**src/hw/rtl/fwsc_pkg.sv**
```systemverilog
// fwsc_pkg: shared types and constants of the four wheel speed counter
// used by fwsc_lane, fwsc_merge and four_wheel_speed_counter_top; no dependencies

package fwsc_pkg;

   // register indexes on the csr port
   localparam logic [1:0] REG_EDGES_PER_TURN    = 2'd0;
   localparam logic [1:0] REG_WHEEL_DIAMETER_MM = 2'd1;
   localparam logic [1:0] REG_WINDOW_PERIOD_MS  = 2'd2;

   localparam int unsigned CSR_INDEX_BITS = 2;
   localparam int unsigned CSR_DATA_BITS  = 16;

   // 360*pi in q16, rounded
   localparam int unsigned K_BITS = 27;
   localparam logic [K_BITS-1:0] SPEED_K_Q16 = 27'd74119470;

   // denominator edges per turn * elapsed ms
   localparam int unsigned DEN_BITS = 48;

   localparam logic [15:0] SAT16 = 16'hFFFF;

   typedef struct packed {
      logic rise;    // rising edge on this lane's sensor line with an accepted item
      logic close;   // window closes with this item
   } lane_ctrl_type;

   typedef struct packed {
      logic        done;
      logic [15:0] pulse_count;
      logic [15:0] speed;
   } lane_status_type;

endpackage

```
**src/hw/rtl/fwsc_lane.sv**
```systemverilog
// fwsc_lane: one wheel's saturating pulse counter and its speed unit
// (multiply in three steps, then a 16-step restoring divider); uses fwsc_pkg

module fwsc_lane #(
   parameter int COUNT_BITS = 32
) (
   input  logic                          clock,
   input  logic                          reset,
   input  fwsc_pkg::lane_ctrl_type       ctrl,
   input  logic [15:0]                   diameter,
   input  logic [fwsc_pkg::DEN_BITS-1:0] den,
   output fwsc_pkg::lane_status_type     status
);
   import fwsc_pkg::*;

   localparam logic [2:0] PH_IDLE = 3'd0;
   localparam logic [2:0] PH_MUL0 = 3'd1;
   localparam logic [2:0] PH_MUL1 = 3'd2;
   localparam logic [2:0] PH_MUL2 = 3'd3;
   localparam logic [2:0] PH_DINIT = 3'd4;
   localparam logic [2:0] PH_DIV  = 3'd5;
   localparam logic [2:0] PH_DONE = 3'd6;

   localparam logic [COUNT_BITS-1:0] COUNT_MAX = '1;

   logic [2:0]            phase_ff, phase_in;
   logic [COUNT_BITS-1:0] count_ff, count_in, count_next;
   logic [COUNT_BITS-1:0] pulses_ff;
   logic [31:0]           pulses32;
   logic [47:0]           num_ff;
   logic [58:0]           lo_ff;
   logic [43:0]           hi_ff;
   logic [47:0]           rem_ff, rem_in;
   logic [15:0]           shift_ff, shift_in;
   logic                  sat_ff, sat_in;
   logic [3:0]            step_ff, step_in;
   logic [48:0]           trial;
   logic                  qbit;

   assign pulses32 = 32'(pulses_ff);

   // saturating edge counter
   always_comb begin
      count_next = count_ff;
      if (ctrl.rise && count_ff != COUNT_MAX) begin
         count_next = count_ff + 1'b1;
      end
      count_in = ctrl.close ? '0 : count_next;
   end

   // one restoring divide step
   always_comb begin
      trial = {rem_ff, shift_ff[15]};
      qbit  = trial >= {1'b0, den};
   end

   always_comb begin
      phase_in = phase_ff;
      step_in  = step_ff;
      rem_in   = rem_ff;
      shift_in = shift_ff;
      sat_in   = sat_ff;
      unique case (phase_ff)
         PH_IDLE, PH_DONE: begin
            phase_in = phase_ff;
         end
         PH_MUL0: phase_in = PH_MUL1;
         PH_MUL1: phase_in = PH_MUL2;
         PH_MUL2: phase_in = PH_DINIT;
         PH_DINIT: begin
            // quotient wider than 16 bits saturates
            sat_in   = {4'b0, hi_ff} >= den;
            rem_in   = sat_in ? '0 : {4'b0, hi_ff};
            shift_in = lo_ff[31:16];
            step_in  = '0;
            phase_in = PH_DIV;
         end
         PH_DIV: begin
            rem_in   = qbit ? 48'(trial - {1'b0, den}) : trial[47:0];
            shift_in = {shift_ff[14:0], qbit};
            step_in  = step_ff + 4'd1;
            if (step_ff == 4'd15) begin
               phase_in = PH_DONE;
            end
         end
         default: phase_in = PH_IDLE;
      endcase
      if (ctrl.close) begin
         phase_in = PH_MUL0;
      end
   end

   always_ff @(posedge clock) begin
      if (reset) begin
         phase_ff <= PH_IDLE;
         count_ff <= '0;
      end else begin
         phase_ff <= phase_in;
         count_ff <= count_in;
      end
   end

   // datapath, no reset
   always_ff @(posedge clock) begin
      if (ctrl.close) begin
         pulses_ff <= count_next;
      end
      if (phase_ff == PH_MUL0) begin
         num_ff <= {16'b0, pulses32} * {32'b0, diameter};
      end
      if (phase_ff == PH_MUL1) begin
         lo_ff <= {27'b0, num_ff[31:0]} * {32'b0, SPEED_K_Q16};
      end
      if (phase_ff == PH_MUL2) begin
         hi_ff <= ({28'b0, num_ff[47:32]} * {17'b0, SPEED_K_Q16}) + {17'b0, lo_ff[58:32]};
      end
      rem_ff   <= rem_in;
      shift_ff <= shift_in;
      sat_ff   <= sat_in;
      step_ff  <= step_in;
   end

   assign status.done        = phase_ff == PH_DONE;
   assign status.pulse_count = (|pulses32[31:16]) ? SAT16 : pulses32[15:0];
   assign status.speed       = sat_ff ? SAT16 : shift_ff;

endmodule

```
**config.mk**
```make
export PLATFORM = sky130hd
export DESIGN_NAME = fwsc_lane
export DESIGN_NICKNAME = d
export VERILOG_FILES = /design/src/hw/rtl/fwsc_pkg.sv /design/src/hw/rtl/fwsc_lane.sv
export SDC_FILE = /design/constraint.sdc
export NUM_CORES = 2
export LEC_CHECK = 0
export BUFFER_PORTS_ARGS = -buffer_cell sky130_fd_sc_hd__buf_2
export CORE_UTILIZATION = 35
export CTS_BUF_LIST = sky130_fd_sc_hd__clkbuf_4 sky130_fd_sc_hd__clkbuf_8 sky130_fd_sc_hd__clkbuf_16
export CTS_CLUSTER_SIZE = 14
export DETAILED_ROUTE_END_ITERATION = 7
export GPL_ROUTABILITY_DRIVEN = 1
export PLACE_DENSITY = 0.62
export SYNTH_ARGS = -nofsm -noshare
export SYNTH_HDL_FRONTEND = slang
export SYNTH_SLANG_ARGS = --single-unit
```
**constraint.sdc**
```tcl
create_clock -name clock -period 9.02 [get_ports clock]
set_input_delay 0.451 -clock clock [delete_from_list [all_inputs] [get_ports clock]]
set_output_delay 0.451 -clock clock [all_outputs]
set_load 0.05 [all_outputs]
```
# ---- Yosys cells after proc, flatten, opt, wreduce, memory -nomap -nowiden
# Cells that the tools add are included.
dict set report op_classes {
  eq_ne 11
  n_lt_le_gt_ge 2
  muxes 11
  n_mul 3
  n_addsub 4
  bitwise 1
  reduce_logical 8
}
# op n
set ops {}
lappend ops {{48-bit case mux with 2 select lines} 1}
lappend ops {{32-bit by 26-bit multiplier with 58-bit output, second input constant} 1}
lappend ops {{49-bit by 48-bit >= comparator with 1-bit output} 1}
lappend ops {{44-bit by 48-bit >= comparator with 1-bit output} 1}
lappend ops {{32-bit by 16-bit multiplier with 48-bit output} 1}
lappend ops {{48-bit 2-to-1 mux} 1}
lappend ops {{48-bit subtractor} 1}
lappend ops {{43-bit by 27-bit adder with 44-bit output} 1}
lappend ops {{44-bit 2-to-1 mux} 1}
lappend ops {{16-bit by 26-bit multiplier with 42-bit output, second input constant} 1}
lappend ops {{32-bit by 1-bit adder with 32-bit output, second input constant} 1}
lappend ops {{16-bit 2-to-1 mux} 2}
lappend ops {{32-bit 2-to-1 mux} 1}
lappend ops {{32-bit != test, second input constant} 1}
lappend ops {{16-bit case mux with 2 select lines} 1}
lappend ops {{3-bit case mux with 6 select lines} 1}
lappend ops {{16-bit OR reduction} 1}
lappend ops {{3-bit == test, second input constant} 3}
lappend ops {{4-bit case mux with 2 select lines} 1}
lappend ops {{3-bit by 2-bit == test with 1-bit output, second input constant} 2}
lappend ops {{4-bit by 1-bit adder with 4-bit output, second input constant} 1}
lappend ops {{4-bit == test, second input constant} 1}
lappend ops {{2-bit != test, second input constant} 2}
lappend ops {{2-bit AND reduction} 2}
lappend ops {{9 further kinds} 10}
dict set report totals {
  input_bits 68
  wordCells 51
  regBits 286
  output_inout_bits 33
}

# ---- Depth between registers and ports, before layout
dict set report depth {
  ltp_word 4
  ltp_mapped 33
  ltp_nobuf 33
}

# ---- Least setup slack after synthesis
# OpenSTA, ideal clock, no wires.
dict set report synth_timing {
  path_type {reg-to-reg}
  from {register num_ff[46]}
  to {register hi_ff[42], data pin}
  required_ns 8.762
  stages_incl_launch_ff 32
  path_slack_ns 1.389
  synth_period_minus_slack_ns 7.631
  setup_time_ns 0.258
  t_arrival_ns 7.373
  path_buffers 0
  cell_sequence {edfxtp_1 -> fa_1 -> inv_1 -> fa_1 -> inv_1 -> fa_1 -> fa_1 -> fa_1 -> inv_1 -> fa_1 -> inv_1 -> ha_1 -> nand2_1 -> o21ai_0 -> a21oi_1 -> nor2_1 -> a311o_1 -> a21o_1 -> a21oi_1 -> xnor2_1 -> ha_1 -> nand2_1 -> nand2_1 -> a21o_1 -> a21oi_1 -> o21a_1 -> o21ai_0 -> o311ai_0 -> nor2_1 -> and3_1 -> and4b_1 -> xor2_1}
}
dict set report synth_between {
  elab_chain_cells 2
}
# element line_no
set synth_rtl {}
lappend synth_rtl {{start: declaration} fwsc_lane.sv:30} ;# logic [47:0] num_ff;
lappend synth_rtl {{start signal: assignment} fwsc_lane.sv:109} ;# num_ff <= {16'b0, pulses32} * {32'b0, diameter};
lappend synth_rtl {{16-bit by 26-bit multiplier with 42-bit output} fwsc_lane.sv:115} ;# hi_ff <= ({28'b0, num_ff[47:32]} * {17'b0, SPEED_K_Q16}) + {17'b0, lo_ff[58:32]};
lappend synth_rtl {{43-bit by 27-bit adder with 44-bit output} fwsc_lane.sv:115}
lappend synth_rtl {{end signal: assignment} fwsc_lane.sv:115}
lappend synth_rtl {{end: declaration} fwsc_lane.sv:32} ;# logic [43:0] hi_ff;
# No other way between the ends.
# A chain may end at the register's enable or synchronous reset.

# ---- Final worst setup path
# Same ends and word-level chain as after synthesis.

==> results.txt <==
- Final Routed Wirelength: around 140000 um
* Endpoint arrival time on the critical path: between 8 and 9 ns
- Sequential cell area fraction in the yosys report: 0.1442
- Count of different cell masters after synthesis: slightly above 90
- Ant. Diodes: 0
* Vert. Die Dim: a little under 400 um
* Clock tree from TritonCTS: done
- Number of enable-type register cells in the synthesized netlist: ~240
- Prevailing post-synth register cell: sky130_fd_sc_hd__edfxtp_1
* Number of warnings reported in the yosys synthesis log: 0
* Least-Margin Pin Slew: between 1 and 1.5 ns
* CP Launch Type: register
* Effective utilization at floorplan: 0.3539
* Number of global-route vias before repair: roughly 40k
- Once the clock tree was built, the setup fixing pass inserted 0 buffers.
- Hold Fails Final Rpt: 0
- Critical path peak fanout: 9
- The tightest min-delay check is of the input pin to register type.
- Clock tree synthesis selected as its root buffer the cell sky130_fd_sc_hd__clkbuf_16.
* Number of setup violations in the final report: 0
- Core Region: between 150000 and 200000 sq um
* Setup Crit Path Kind: register to register
- GRT Total Usage: 0.1774
- Entering global routing, the biggest net connects approximately 60 pins.
- Of the cells placed in the final design, the portion with a size suffix greater than 1 is 0.04870.
- Post-cts repair resize count: 0
* Top delay family on crit path: adder cells
- Critical path required time: 9.34 ns
- Detailed placement finished with a half-perimeter wire length of ~110000 um.
- From left edge to right edge, the die measures 394.8 um.
* Drt via density: around 4.9
- The number of hold buffers added after CTS was 0.
* Hold Slack: ~0.13 ns
- Final number of max-transition violations: 0
- Growth of design area from synthesis to finish: 7.517%
- For this run the aggregate overflow at the end of global routing stands at 0.
- Counting stages on the worst path, the most repeated cell is sky130_fd_sc_hd__fa_1.
- Fmax: between 100 and 150 MHz
- The worst setup path is captured at a register.
- After the first detailed-routing iteration, the DRC count stood at between 2k and 2.5k.
- Synthesis produced a netlist with a net count of roughly 7.4k.
- Final cycle utilization of the critical path: 0.9308
- just over 100 I/O pins were placed.
* First-pass iteration count of the detailed router: 5
- CTS built an H-tree with a depth of 2.
- The tool flagged a number of max-cap violations equal to 0.
- Number of instances in the synthesized netlist: around 5.6k
* Outcome: completed
- Routed via count: 37.52k
- At the end of routability-driven placement, the weighted congestion stood at 0.9261.
* Number of register bits inferred by synthesis: ~270
* Total negative slack for setup checks: 0 ns
* Avg Synthesized Cell Area: just under 10 sq um
- Floorplan die area: between 150000 and 200000 sq um
- For flop-to-flop paths, the worst setup slack is 0.62 ns.
- DRC violations left: 0
- Number of buffers inserted by port buffering: 100
- Combined area of all synthesized cells: 54010 sq um
- Clock-pin slew of the registers on the worst-case setup and hold paths: around 0.070 ns
- The initial antenna violation count is 1.
- For this design, the slowest cell found on the critical path is sky130_fd_sc_hd__fa_1.
* Row count: 143
* Routed wire length per instance: around 18 um
* Highest cell delay on the worst timing path: around 0.66 ns
- Number of nets at the end of the flow: around 7.4k
- Number of buffers and inverters on the critical path: 4
- The first global-routing pass estimated 221200 um of wire.
* Inserted Clock Buffers: 35
- Across the routed clock network, the largest skew measured is 0.03895 ns.
- The detail route stage leaves a number of antenna-violating nets equal to 0.
* Unrepaired setup endpoints after global routing: no
- Clock tree buffer depth: 3
* Clock latency on the worst-skew pair: just under 0.6 ns
- The filler cells instantiated in the layout total about 15k.
- Sink Count: ~270
- Synth async-reset ratio: 0
* Headroom to the max-slew limit: 0.2484
- Post-route minimum period: ~8.4 ns
[through the flow]
stage / util / area [sq um] / setup slack (ns) / cells
floorplan: - / 54010 / 1.389 / 5599
global placement: 0.3724 / 56840 / 0.6682 / 7633
detailed placement: 0.3724 / 56840 / 0.6015 / 7633
CTS: 0.3805 / 58070 / 0.5787 / 7697
global route: 0.3805 / 58070 / 0.1286 / 7697
finish: 0.3805 / 58070 / 0.6246 / 7697
[routing by layer]
layer | routed length [um] | GRT usage | share of wire
met5 | 0 | 0 | 0
met4 | 1513 | 0.02526 | 0.011
met3 | 8155 | 0.02622 | 0.060
met2 | 59410 | 0.2763 | 0.44
met1 | 67110 | 0.2643 | 0.49
[sequential cells by signal, summed over array words and instances, names as in the netlist]
name,cells
count_ff,32
hi_ff,44
lo_ff,43
num_ff,48
phase_ff,3
pulses32,32
rem_ff,48
sat_ff,1
shift_ff,16
step_ff,4
[path summary, 6_finish.rpt]
| path | start | to | depth (start not counted) |
|---|---|---|---|
| worst min-delay path | reset | phase_ff[0] | 2 |
| worst max-delay path | num_ff[46] | hi_ff[42] | 31 |
| worst max register to register | num_ff[46] | hi_ff[42] | 31 |
| worst min register to register | lo_ff[32] | hi_ff[0] | 0 |
[cell families after synthesis]
| kind of cell | Yosys count | synth area share |
|---|---|---|
| compound gates | 693 | 0.08328 |
| buf+inv | 1465 | 0.1021 |
| fa+ha+maj | 1684 | 0.5198 |
| xor+xnor | 227 | 0.03695 |
| simple gates | 1240 | 0.1101 |
| mux | 19 | 0.003544 |
| flops | 271 | 0.1442 |
[cells in the mapped netlist, types with 29 or more instances]
master,instances,area share
sky130_fd_sc_hd__nor2b_1,56,0.0065
sky130_fd_sc_hd__and2_1,195,0.023
sky130_fd_sc_hd__a21o_1,105,0.015
sky130_fd_sc_hd__o21bai_1,32,0.0044
sky130_fd_sc_hd__edfxtp_1,236,0.13
sky130_fd_sc_hd__xnor2_1,149,0.024
sky130_fd_sc_hd__nand2_1,572,0.040
sky130_fd_sc_hd__dfxtp_1,35,0.013
sky130_fd_sc_hd__nor2_1,137,0.0095
sky130_fd_sc_hd__ha_1,751,0.17
sky130_fd_sc_hd__xor2_1,77,0.012
sky130_fd_sc_hd__inv_1,1331,0.093
sky130_fd_sc_hd__o21ai_0,147,0.014
sky130_fd_sc_hd__a21oi_1,206,0.019
sky130_fd_sc_hd__clkbuf_1,126,0.0088
sky130_fd_sc_hd__nand4_1,38,0.0044
sky130_fd_sc_hd__or2_2,40,0.0046
sky130_fd_sc_hd__nand2b_1,29,0.0034
sky130_fd_sc_hd__o21a_1,31,0.0043
sky130_fd_sc_hd__nand3_1,68,0.0063
sky130_fd_sc_hd__nor3_1,33,0.0031
sky130_fd_sc_hd__fa_1,933,0.35
[cells in the final DEF (no fill, tap or decap), drive strengths merged, types with 137 or more instances in the layout]
cell	count
inv	1337
fa	933
ha	751
nand2	572
edfxtp	236
a21oi	208
and2	195
o21ai	155
xnor2	149
nor2	138
buf	137
[worst reg2reg max path: cells and delay by family (launching register included)]
family,cells,cell delay (ns)
AOI/OAI and AO/OA,10,2.05
and+or+nand+nor,7,0.98
DFF,1,0.59
xor gates and xnor gates,2,0.28
buffers and inverters,4,0.27
adders and majority gates,8,3.99
[cell type report]
class,instances,area (sq um),share of cell area
sequential,271,7787,0.1341
clock buffer,41,945.9,0.01629
multi-input combinational,3863,40740,0.7015
tap,2030,2540,0.04374
timing repair buffer,137,778.2,0.01340
clock inverter,23,281.5,0.004848
inverter,1332,5000,0.08610
Power is not shown: default switching activity piles up to over one toggle a cycle in this logic, so the estimate is an artifact.
