[config.mk]
export PLATFORM = sky130hd
export DESIGN_NAME = fwsc_merge
export DESIGN_NICKNAME = d
export VERILOG_FILES = /design/src/hw/rtl/fwsc_pkg.sv /design/src/hw/rtl/fwsc_merge.sv
export SDC_FILE = /design/constraint.sdc
export NUM_CORES = 1
export LEC_CHECK = 0
export BUFFER_PORTS_ARGS = -buffer_cell sky130_fd_sc_hd__buf_2
export CAP_MARGIN = 15
export CORE_UTILIZATION = 51
export DETAILED_ROUTE_END_ITERATION = 12
export PLACE_DENSITY = 0.84
export SLEW_MARGIN = 40
export SYNTH_ARGS = -nofsm -noshare
export SYNTH_HDL_FRONTEND = slang
export SYNTH_SLANG_ARGS = --single-unit
[constraint.sdc]
create_clock -name clock -period 2.59 [get_ports clock]
set_input_delay 0.518 -clock clock [delete_from_list [all_inputs] [get_ports clock]]
set_output_delay 0.518 -clock clock [all_outputs]
set_load 0.01 [all_outputs]
[src/hw/rtl/fwsc_pkg.sv]
// fwsc_pkg: shared types and constants of the four wheel speed counter
// used by fwsc_lane, fwsc_merge and four_wheel_speed_counter_top; no dependencies

package fwsc_pkg;

   // register indexes on the csr port
   localparam logic [1:0] REG_EDGES_PER_TURN    = 2'd0;
   localparam logic [1:0] REG_WHEEL_DIAMETER_MM = 2'd1;
   localparam logic [1:0] REG_WINDOW_PERIOD_MS  = 2'd2;

   localparam int unsigned CSR_INDEX_BITS = 2;
   localparam int unsigned CSR_DATA_BITS  = 16;

   // 360*pi in q16, rounded
   localparam int unsigned K_BITS = 27;
   localparam logic [K_BITS-1:0] SPEED_K_Q16 = 27'd74119470;

   // denominator edges per turn * elapsed ms
   localparam int unsigned DEN_BITS = 48;

   localparam logic [15:0] SAT16 = 16'hFFFF;

   typedef struct packed {
      logic rise;    // rising edge on this lane's sensor line with an accepted item
      logic close;   // window closes with this item
   } lane_ctrl_type;

   typedef struct packed {
      logic        done;
      logic [15:0] pulse_count;
      logic [15:0] speed;
   } lane_status_type;

endpackage

[src/hw/rtl/fwsc_merge.sv]
// fwsc_merge: collects the lane results of a closed window and sends them
// out one item per wheel on the rsp stream; uses fwsc_pkg

module fwsc_merge #(
   parameter int CHANNELS = 4
) (
   input  logic                      clock,
   input  logic                      reset,
   input  logic                      load,
   input  logic [31:0]               timestamp,
   input  fwsc_pkg::lane_status_type lane_status [CHANNELS],
   output logic                      busy,
   output logic                      rsp_tvalid,
   input  logic                      rsp_tready,
   output logic [71:0]               rsp_tdata,
   output logic                      rsp_tlast
);
   import fwsc_pkg::*;

   localparam int IDX_BITS = (CHANNELS > 1) ? $clog2(CHANNELS) : 1;
   localparam logic [IDX_BITS-1:0] LAST_IDX = IDX_BITS'(CHANNELS - 1);

   logic                busy_ff, busy_in;
   logic [IDX_BITS-1:0] idx_ff, idx_in;
   logic [15:0]         count_ff [CHANNELS];
   logic [15:0]         speed_ff [CHANNELS];
   logic [31:0]         stamp_ff;
   logic                last;
   logic [3:0]          wheel_full;

   assign last = idx_ff == LAST_IDX;

   always_comb begin
      busy_in = busy_ff;
      idx_in  = idx_ff;
      if (load) begin
         busy_in = 1'b1;
         idx_in  = '0;
      end else if (busy_ff && rsp_tready) begin
         idx_in = idx_ff + 1'b1;
         if (last) begin
            busy_in = 1'b0;
         end
      end
   end

   always_ff @(posedge clock) begin
      if (reset) begin
         busy_ff <= 1'b0;
         idx_ff  <= '0;
      end else begin
         busy_ff <= busy_in;
         idx_ff  <= idx_in;
      end
   end

   always_ff @(posedge clock) begin
      if (load) begin
         stamp_ff <= timestamp;
         for (int i = 0; i < CHANNELS; i++) begin
            count_ff[i] <= lane_status[i].pulse_count;
            speed_ff[i] <= lane_status[i].speed;
         end
      end
   end

   // wheel numbers above seven wrap to three bits
   assign wheel_full = 4'(idx_ff) + 4'd1;

   assign busy       = busy_ff;
   assign rsp_tvalid = busy_ff;
   assign rsp_tlast  = last;
   assign rsp_tdata  = {5'b0, stamp_ff, speed_ff[idx_ff], count_ff[idx_ff], wheel_full[2:0]};

endmodule

**Word level (Yosys, flattened, before mapping)**

Memories as Yosys holds them, arrays and structs flattened. A register that Yosys moved wholly into a read port is not among the register bits.
Cells that the tools add are included.
Widths: inputs -> output; s select.

- Add/sub/neg operators: 2
- Eq/ne operators: 1
- Multiplexer cells: 9
- Reduce and logical (&&, ||, !) cells: 5

Operator list:

| operator | number |
|---|---|
| $mux 2 | 4 |
| $mux 1 | 5 |
| $reduce_bool 2->1 | 2 |
| $add 2x1->3 const B | 1 |
| $add 2x1->2 const B | 1 |
| $eq 2x2->1 const B | 1 |
| $reduce_and 2->1 | 1 |
| $reduce_or 2->1 | 1 |
| $logic_and 1x1->1 | 1 |

- Register bits: 35
- Memory bits (writable): 128
- Input bits: 168
- Output and inout port bits: 75
- Word-level logic and storage cells: 22
- Memories kept: 2

Memories:

| memory | words | width | rd ports | clocked after memory_dff | write ports | RTL line | text |
|---|---|---|---|---|---|---|---|
| count_ff | 4 | 16 | 1 | 1 | 4 | fwsc_merge.sv:25 | `logic [15:0] count_ff [CHANNELS];` |
| speed_ff | 4 | 16 | 1 | 1 | 4 | fwsc_merge.sv:26 | `logic [15:0] speed_ff [CHANNELS];` |

**Longest topological paths before layout**

Gate-level depths: netlist of the first run.

- Depth after elaboration: 4
- Depth in mapped cells: 3
- Gate-level depth less buffers: 3

**Least setup slack after synthesis of the first run**

OpenSTA, ideal clock, no wires.

- Path type: flip-flop to output port
- Start: reg with a tool-made name
- End: out rsp_tdata[10]
- Arrival: 1,107 ps
- Required time: 2,072 ps
- Slack: 965 ps
- Stages on the path, launching flop included: 4
- Path buffers: 2
- Path through: dfxtp_1 -> buf_6 -> buf_12 -> mux4_2

RTL lines:

| element | RTL line | text |
|---|---|---|
| end: declaration | fwsc_merge.sv:15 | `output logic [71:0] rsp_tdata,` |

==> results.md, run 1 <==
* Status: completed
* Final HPWL DP at approximately 8000 um
* Crit path cell chain: buf_4 -> mux4_1 -> buf_2
* # setup viols final at 0
* Final Skew at 0.192 ps
* Fin. max-slew vios at 0
* Initial core utilization at between 50% and 60%
* CTS H-tree depth at 4
* Largest area contributor in the netlist: edfxtp_1
* Chip width at around 110 um
* First-pass GRT wire length at 16700 um
* Max Root-Sink Buffers at 2
* Root Driver: clkbuf_16
* Post-CTS Hold Buffers at 0
* Initial drt markers at approximately 210
* Multi-input logic area at about 830 um^2
* # resized after CTS at 0
* Largest net degree at the start of global routing at between 50 and 60
* Worst Setup Start Kind: flip-flop
* Setup TNS at 0 ps
* Register area at between 0.004 and 0.005 mm^2
* Critical path arrival at approximately 1800 ps
* Maximum VDD drop at 0.000697 V
* Area share of the largest cell type after synthesis at a little over 80%
* Slowest-stage cell, CP: mux4_1
* Final period util at 90.9%
* Final wirelength at approximately 12000 um
* Die area at roughly 0.012 mm^2
* Yosys reg bits at roughly 170
* Synth Area per Inst at 26.2 um^2
* Main combinational cell family by area after synthesis: multiplexers
* Commonest non-fill, non-tap cell in the layout: buf_2
* Share of post-route cells with drive strength above 1 at 62.7%
* Hold crit path type: input port to flip-flop
* Slew HR at between 60% and 70%
* Pwr/cell area at just under 800 mW/mm^2
* Crit Path Max Fanout at 17
* Unique cell type count in the Yosys netlist at 18
* Gate Count Post-Synth at between 200 and 250
* YS warnings at 0
* RSZ-0062 raised after global routing: no
* Xor and xnor fraction of the mapped netlist area at 0%
* CTS tree: yes
* GRT Total Usage at 20.6%
* Post-CTS Setup Repair Bufs at 0
* Final Hold Violating Endpoints at 0
* CP peak stage delay at between 600 and 700 ps
* Vias in the first global route at ~3400
* Worst path buffer plus inverter count at 2
* Max_cap viols at 0
* DR vias/cell at 5.09
* Crit Path Class: flip-flop to output port
* Drt drc at 0
* Port Buf Inserts at between 200 and 250
* Gp weighted congestion at roughly 0.76
* Clock Pin Slew Worst Setup and Hold Paths at ~60 ps
* Final #Nets at roughly 640
* First drt pass iteration count at 4
* Die H at roughly 110 um
* Post-synthesis adder-cell area fraction at less than 1%
* Worst endpoint required time at ~2100 ps
* Post-synthesis mux area share at between 10% and 20%
* Tightest Pin Transition at 517 ps
* Most frequent cells in the layout: buf_2 (232), edfxtp_1 (160), mux4_2 (30)
* Antenna violations before repair at 0
* GR Overflow Total at 0
* Boundary Pins at between 200 and 250
* Area Growth Syn to Fin at 33.0%
* Clock Sinks at 165
* Peak Freq at 425 MHz
* Top cells by area, synth: edfxtp_1 (82%), mux4_2 (12%), dfxtp_1 (1.7%), buf_12 (1.0%), buf_4 (0.90%)
* Wirelength per Cell at approximately 18 um
* DRT antenna net count at 0
* CP top delay family: multiplexers
* Worst setup EP type: output port
* P_leak at between 3 and 4 nW
* Simple-Gate Fraction of Synth Area at less than 1%
* Mapped Area at about 0.006 mm^2
* Layout Utilization at slightly above 70%
* Cell Rows at 38
* Via count at between 3000 and 4000
* Sequential area share after synthesis at about 84%
* Fillers at approximately 680
* Worst-Skew Late Latency at 420 ps
* Post-layout minimum cycle time at roughly 2400 ps
* Total CTS buffers at 17
* Synth Area in Compound Gates at less than 1%
* Core area at 0.0110 mm^2
-- area by class of cell --
type                       count  area share [%]
sequential                   165            62.9
antenna                        1          0.0321
tap                          140            2.25
clock inverter                14            2.36
clock buffer                  18            5.50
timing repair buffer         239            16.2
inverter                       1          0.0481
multi-input combinational     48            10.7
-- worst reg2reg max path, stage by stage (launching register included) --
cell and delay [ps]:
dfxtp_1 370, ha_1 220, a21boi_0 100, o21ba_2 200
-- power by group --
part	total, mW	switching, mW	internal, mW
Combinational	0.418	0.197	0.221
Clock	2.57	0.970	1.60
Sequential	3.21	0.0540	3.16
Total	6.20	1.22	4.98
-- registers in the layout, indices dropped and copies added (netlist names), named ones only --
register  cells
idx_ff        2
count_ff     64
speed_ff     64
busy          1
stamp_ff     32
-- routing by layer --
layer / GRT usage, % / routed length (um)
met5: 0 / 0
met4: 14.5 / 472
met3: 8.19 / 999
met2: 36.0 / 6290
met1: 19.6 / 3800
-- path summary, 6_finish.rpt --
kind | start | endpoint | slack (ps) | cells past startpoint
worst max register to register | idx_ff[0] | busy | 1600 | 3
worst min-delay path | timestamp[29] | stamp_ff[29] | 260 | 1
worst max-delay path | flip-flop | rsp_tdata[18] | 230 | 3
worst min register to register | busy | flip-flop | 570 | 2
-- synth_stat cells --
library cell    n
or2_2           1
buf_4           7
nand3b_1        1
buf_12          3
a21boi_0        1
ha_1            1
o21ba_2         1
buf_6           1
edfxtp_1      160
mux4_1          2
inv_1           1
mux4_2         30
buf_2           3
dfxtp_1         5
a21oi_1         3
a21bo_2         2
conb_1          1
nand3_1         1
-- through the flow --
step           setup slack [ps]  area, um^2  hold slack [ps]  std cells  power, mW
5_1_grt                     128        7800              243        625       6.39
4_1_cts                     190        7800              247        625       6.26
6_report                    234        7800              263        626       6.20
3_3_place_gp                665        7180              550        593       3.66
3_5_place_dp                649        7180              572        593       3.69
2_1_floorplan               965        5880              555        228       3.40
-- cell families (layout without fill, tap and decap cells) --
family                     Yosys count  in the layout
and+or+nand+nor                      3              3
other                                1              6
DFF                                165            165
adders and majority gates            1              1
buffers and inverters               15            272
AOI/OAI and AO/OA                    7              7
muxes                               32             32
(Power assumes the default switching activity.)
==> inputs of run 2 (changes only) <==
- CORE_ASPECT_RATIO: unset -> 1.4
- GPL_ROUTABILITY_DRIVEN: unset -> 1
==> results.md, run 2 (same netlist as run 1, synthesis figures left out) <==
* Met3 usage at ~6.2%
* RR Endpoint: busy
* Vias in the first global route at 3462
* Largest registers: count_ff (64), speed_ff (64), stamp_ff (32)
* First-pass GRT wire length at about 17000 um
* Worst path buffer plus inverter count at 2
* Max Root-Sink Buffers at 2
* Final HPWL DP at roughly 8600 um
* Area after DPL at just over 0.007 mm^2
* Clock Pin Slew Worst Setup and Hold Paths at approximately 60 ps
* Final #Nets at 643
* Die H at ~130 um
* Placed cells at roughly 600
* Critical path arrival at roughly 1800 ps
* CTS tree: yes
* Overall power at ~6.5 mW
* Wirelength per Cell at 18.8 um
* Setup TNS at 0 ps
* RSZ-0062 raised after global routing: no
* Worst endpoint required time at ~2100 ps
* Hold crit path type: input port to flip-flop
* DR vias/cell at between 5 and 6
* Cell Rows at 46
* Initial drt markers at between 100 and 150
* Crit Path Max Fanout at 15
* GR Overflow Total at 0
* # resized after CTS at 0
* Fillers at about 740
* Worst hold start: timestamp[1]
* Post-layout minimum cycle time at 2350 ps
* Port Buf Inserts at about 230
* Cell count of the worst reg-to-reg path at 3
* Finished Layout Cells at ~630
* Post-route cell area at between 0.007 and 0.008 mm^2
* Maximum VDD drop at about 0.00064 V
* Diodes inserted at 0
* Share of post-route cells with drive strength above 1 at between 60% and 70%
* Chip width at around 93 um
* Worst R2R Setup Slack at 1580 ps
* Antenna violations before repair at 0
* Commonest non-fill, non-tap cell in the layout: buf_2
* Gp weighted congestion at about 0.78
* Peak Freq at 426 MHz
* Crit Path Class: flip-flop to output port
* Drt drc at 0
* Final Skew at 5.20 ps
* Root Driver: clkbuf_16
* Total CTS buffers at 17
* Area Growth Syn to Fin at 34.3%
* CP top delay family: multiplexers
* Core area at ~0.011 mm^2
* Worst setup EP type: output port
* Via count at roughly 3200
* Boundary Pins at approximately 240
* Max_cap viols at 0
* Worst Hold Depth at 1
* Slowest-stage cell, CP: mux4_2
* Most frequent cells in the layout: buf_2 (232), edfxtp_1 (160), mux4_2 (30)
* # setup viols final at 0
* Final wirelength at 11900 um
* Final period util at approximately 91%
* Hold_ws at 273 ps
* Worst-Skew Late Latency at about 420 ps
* Initial core utilization at 52.0%
* GRT busiest layer: met2
* Final Hold Violating Endpoints at 0
* GRT Total Usage at between 20% and 30%
* Post-CTS Hold Buffers at 0
* Crit path cell chain: buf_4 -> mux4_2 -> buf_2
* Largest net degree at the start of global routing at 50
* P_leak at 3.13 nW
* Worst flop-to-flop path startpoint: idx_ff[0]
* Pwr/cell area at between 800 and 900 mW/mm^2
* CP peak stage delay at 560 ps
* DRT antenna net count at 0
* Worst Setup Start Kind: flip-flop
* Met2 GRT Util at a little over a third
* Status: completed
* Die area at roughly 0.012 mm^2
* Fin. max-slew vios at 0
* Met1 Track Usage GR at around a fifth
* Hold Path Sink: stamp_ff[1]
* First drt pass iteration count at 5
* Post-CTS Setup Repair Bufs at 0
* Clock Sinks at between 150 and 200
* CTS H-tree depth at 4
[run 2: changes by cell type in the layout (fill, tap and decap cells not counted), sizes merged]
| cell | previous run | this run |
|---|---|---|
| buf | 239 | 241 |
| bufinv | 4 | 7 |
| clkbuf | 18 | 19 |
| clkinv | 7 | 3 |
| diode | 1 | 0 |
[run 2: power breakdown]
part | switching, mW | internal [mW] | total [mW]
Clock | 0.955 | 1.91 | 2.86
Combinational | 0.198 | 0.222 | 0.420
Sequential | 0.0555 | 3.16 | 3.21
[run 2: final cells by class]
cell class	instances	area [um^2]	area share, %
well taps	144	180	2.29
flip-flops and latches	165	4910	62.3
clock inverters	13	253	3.21
multi-input cells	48	831	10.5
repair buffers	241	1270	16.1
clock buffers	19	433	5.50
inverters	1	3.75	0.0477
[run 2: worst max-delay path by stage]
stage               startpoint            end  cells past startpoint
global placement     flip-flop  rsp_tdata[25]                      3
global route         flip-flop  rsp_tdata[10]                      3
finish               flip-flop  rsp_tdata[13]                      3
CTS                  flip-flop  rsp_tdata[10]                      3
detailed placement   flip-flop  rsp_tdata[10]                      3
floorplan            flip-flop  rsp_tdata[10]                      3
[run 2: stage by stage]
| stage | setup WS [ps] | util, % |
|---|---|---|
| CTS | 179 | 69.8 |
| finish | 243 | 69.8 |
| floorplan | 965 | - |
| global route | 128 | 69.8 |
| global placement | 664 | 63.7 |
| detailed placement | 626 | 63.7 |
[run 2: metal layers]
| layer | vias up | part of all wire (%) |
|---|---|---|
| met2 | 169 | 57 |
| met5 | - | 0 |
| met3 | 26 | 6.4 |
| li1 | 1441 | - |
| met4 | 0 | 3.1 |
| met1 | 1593 | 34 |
[run 2: worst register-to-register path, delay by kind of cell (launching register included)]
family | cells | cell delay [ps]
compound gates | 2 | 310
fa+ha+maj | 1 | 220
flops | 1 | 380
==> inputs of run 3 (changes only) <==
- CELL_PAD_IN_SITES_DETAIL_PLACEMENT: unset -> 0
- CELL_PAD_IN_SITES_GLOBAL_PLACEMENT: unset -> 1
- CORE_UTILIZATION: 51 -> 43
- CTS_BUF_LIST: unset -> sky130_fd_sc_hd__clkbuf_8 sky130_fd_sc_hd__clkbuf_16
- PLACE_DENSITY: 0.84 -> unset
- PLACE_DENSITY_LB_ADDON: unset -> 0.1
==> results.md, run 3 (same netlist as run 1, synthesis figures left out) <==
* Register area at slightly below 0.005 mm^2
* Status: completed
* Most frequent cells in the layout: buf_2 (232), edfxtp_1 (160), mux4_2 (30)
* Clock Sinks at around 170
* Finished Layout Cells at about 670
* Max_cap viols at 0
* Worst R2R Setup Slack at between 1500 and 2000 ps
* # resized after CTS at 0
* Crit path cell chain: buf_12 -> mux4_2 -> buf_2
* Share of post-route cells with drive strength above 1 at between 60% and 70%
* Area Growth Syn to Fin at 33.7%
* Initial drt markers at 73
* Cell Rows at 50
* GRT Total Usage at between 10% and 20%
* Pre-CTS setup slack at 560 ps
* CP peak stage delay at 560 ps
* Post-CTS Hold Buffers at 0
* CP top delay family: flip-flops
* Fin. max-slew vios at 0
* Worst Hold Depth at 1
* Die area at around 0.014 mm^2
* Worst path buffer plus inverter count at 2
* Vias in the first global route at roughly 3200
* Setup TNS at 0 ps
* RR Endpoint: busy
* Final Skew at ~4.8 ps
* DR vias/cell at 4.68
* Root Driver: clkbuf_16
* Die H at about 140 um
* Worst hold start: lane_status[104]
* Worst setup margin at 167 ps
* Core area at about 0.013 mm^2
* Drt drc at 0
* Chip width at approximately 100 um
* Slew HR at between 50% and 60%
* Final #Nets at 642
* Final period util at 93.5%
* DRT antenna net count at 0
* Crit Path Max Fanout at 15
* Worst endpoint required time at approximately 2100 ps
* Post-layout minimum cycle time at between 2000 and 2500 ps
* Hold_ws at 276 ps
* Worst-Skew Late Latency at slightly above 400 ps
* Critical path arrival at between 1500 and 2000 ps
* Via count at around 3100
* CTS H-tree depth at 4
* Slowest-stage cell, CP: dfxtp_2
* Max Root-Sink Buffers at 2
* Largest net degree at the start of global routing at a little over 70
* Fillers at 1054
* Placed cells at between 600 and 700
* Peak Freq at between 400 and 500 MHz
* Worst Setup Start Kind: flip-flop
* Final HPWL DP at between 7000 and 8000 um
* Gp weighted congestion at ~0.74
* Final wirelength at approximately 11000 um
* P_leak at 3.10 nW
* Worst flop-to-flop path startpoint: idx_ff[0]
* Initial core utilization at between 40% and 50%
* Antenna violations before repair at 3
* # setup viols final at 0
* Multi-input logic area at about 830 um^2
* Crit Path Class: flip-flop to output port
* Post-CTS Setup Repair Bufs at 0
* Total CTS buffers at 17
* Wirelength per Cell at 16.7 um
* First drt pass iteration count at 4
* Maximum VDD drop at around 0.00056 V
* Final Hold Violating Endpoints at 0
* Hold crit path type: input port to flip-flop
* Boundary Pins at 243
* Commonest non-fill, non-tap cell in the layout: buf_2
* Clock Pin Slew Worst Setup and Hold Paths at 60 ps
* First-pass GRT wire length at ~16000 um
* Hold Path Sink: speed_ff[0][5]
* Worst setup EP type: output port
* Largest registers: count_ff (64), speed_ff (64), stamp_ff (32)
* Pwr/cell area at 771 mW/mm^2
* Cell count of the worst reg-to-reg path at 3
* Port Buf Inserts at between 200 and 250
* Tightest Pin Transition at between 600 and 700 ps
* RSZ-0062 raised after global routing: no
* CTS tree: yes
* GR Overflow Total at 0
-- run 3: changes by cell type in the layout (fill, tap and decap cells not counted), sizes merged --
cell    before  now
diode        0    3
bufinv       7    3
buf        241  240
clkinv       3    5
clkbuf      19   17
inv          2    6
-- run 3: power by group --
group	leakage [nW]	internal [mW]	switching [mW]
clock	0.296	1.49	0.940
sequential	1.61	3.16	0.0499
combinational	1.19	0.222	0.189
total	3.10	4.87	1.18
-- run 3: worst max path at each step --
stage	startpoint	to	slack, ps	cells after the start
2_1_floorplan	flip-flop	rsp_tdata[10]	960	3
3_3_place_gp	flip-flop	rsp_tdata[33]	560	3
3_5_place_dp	flip-flop	rsp_tdata[17]	560	3
4_1_cts	flip-flop	rsp_tdata[33]	110	3
5_1_grt	flip-flop	rsp_tdata[33]	60	3
6_report	flip-flop	rsp_tdata[33]	170	3
-- run 3: layout make-up --
type,count,share of cell area [%]
Sequential cell,165,62.6
Timing Repair Buffer,240,16.4
Multi-Input combinational cell,48,10.6
Clock buffer,17,5.43
Tap cell,182,2.90
Clock inverter,15,1.93
Antenna cell,3,0.0957
Inverter,1,0.0479
-- run 3: per-layer routing --
| metal | wire length (um) | GRT usage (%) | vias up |
|---|---|---|---|
| met5 | 0 | 0 | - |
| met3 | 880 | 6.34 | 24 |
| li1 | - | - | 1435 |
| met2 | 5970 | 27.8 | 141 |
| met4 | 342 | 9.00 | 0 |
| met1 | 4010 | 16.7 | 1539 |
-- run 3: per-stage QoR --
stage	util (%)	total power [mW]	instance area, um^2
2_1_floorplan	-	3.40	5880
3_3_place_gp	54.5	3.66	7260
3_5_place_dp	54.5	3.68	7260
4_1_cts	58.8	6.12	7830
5_1_grt	58.8	6.26	7840
6_report	58.8	6.05	7840
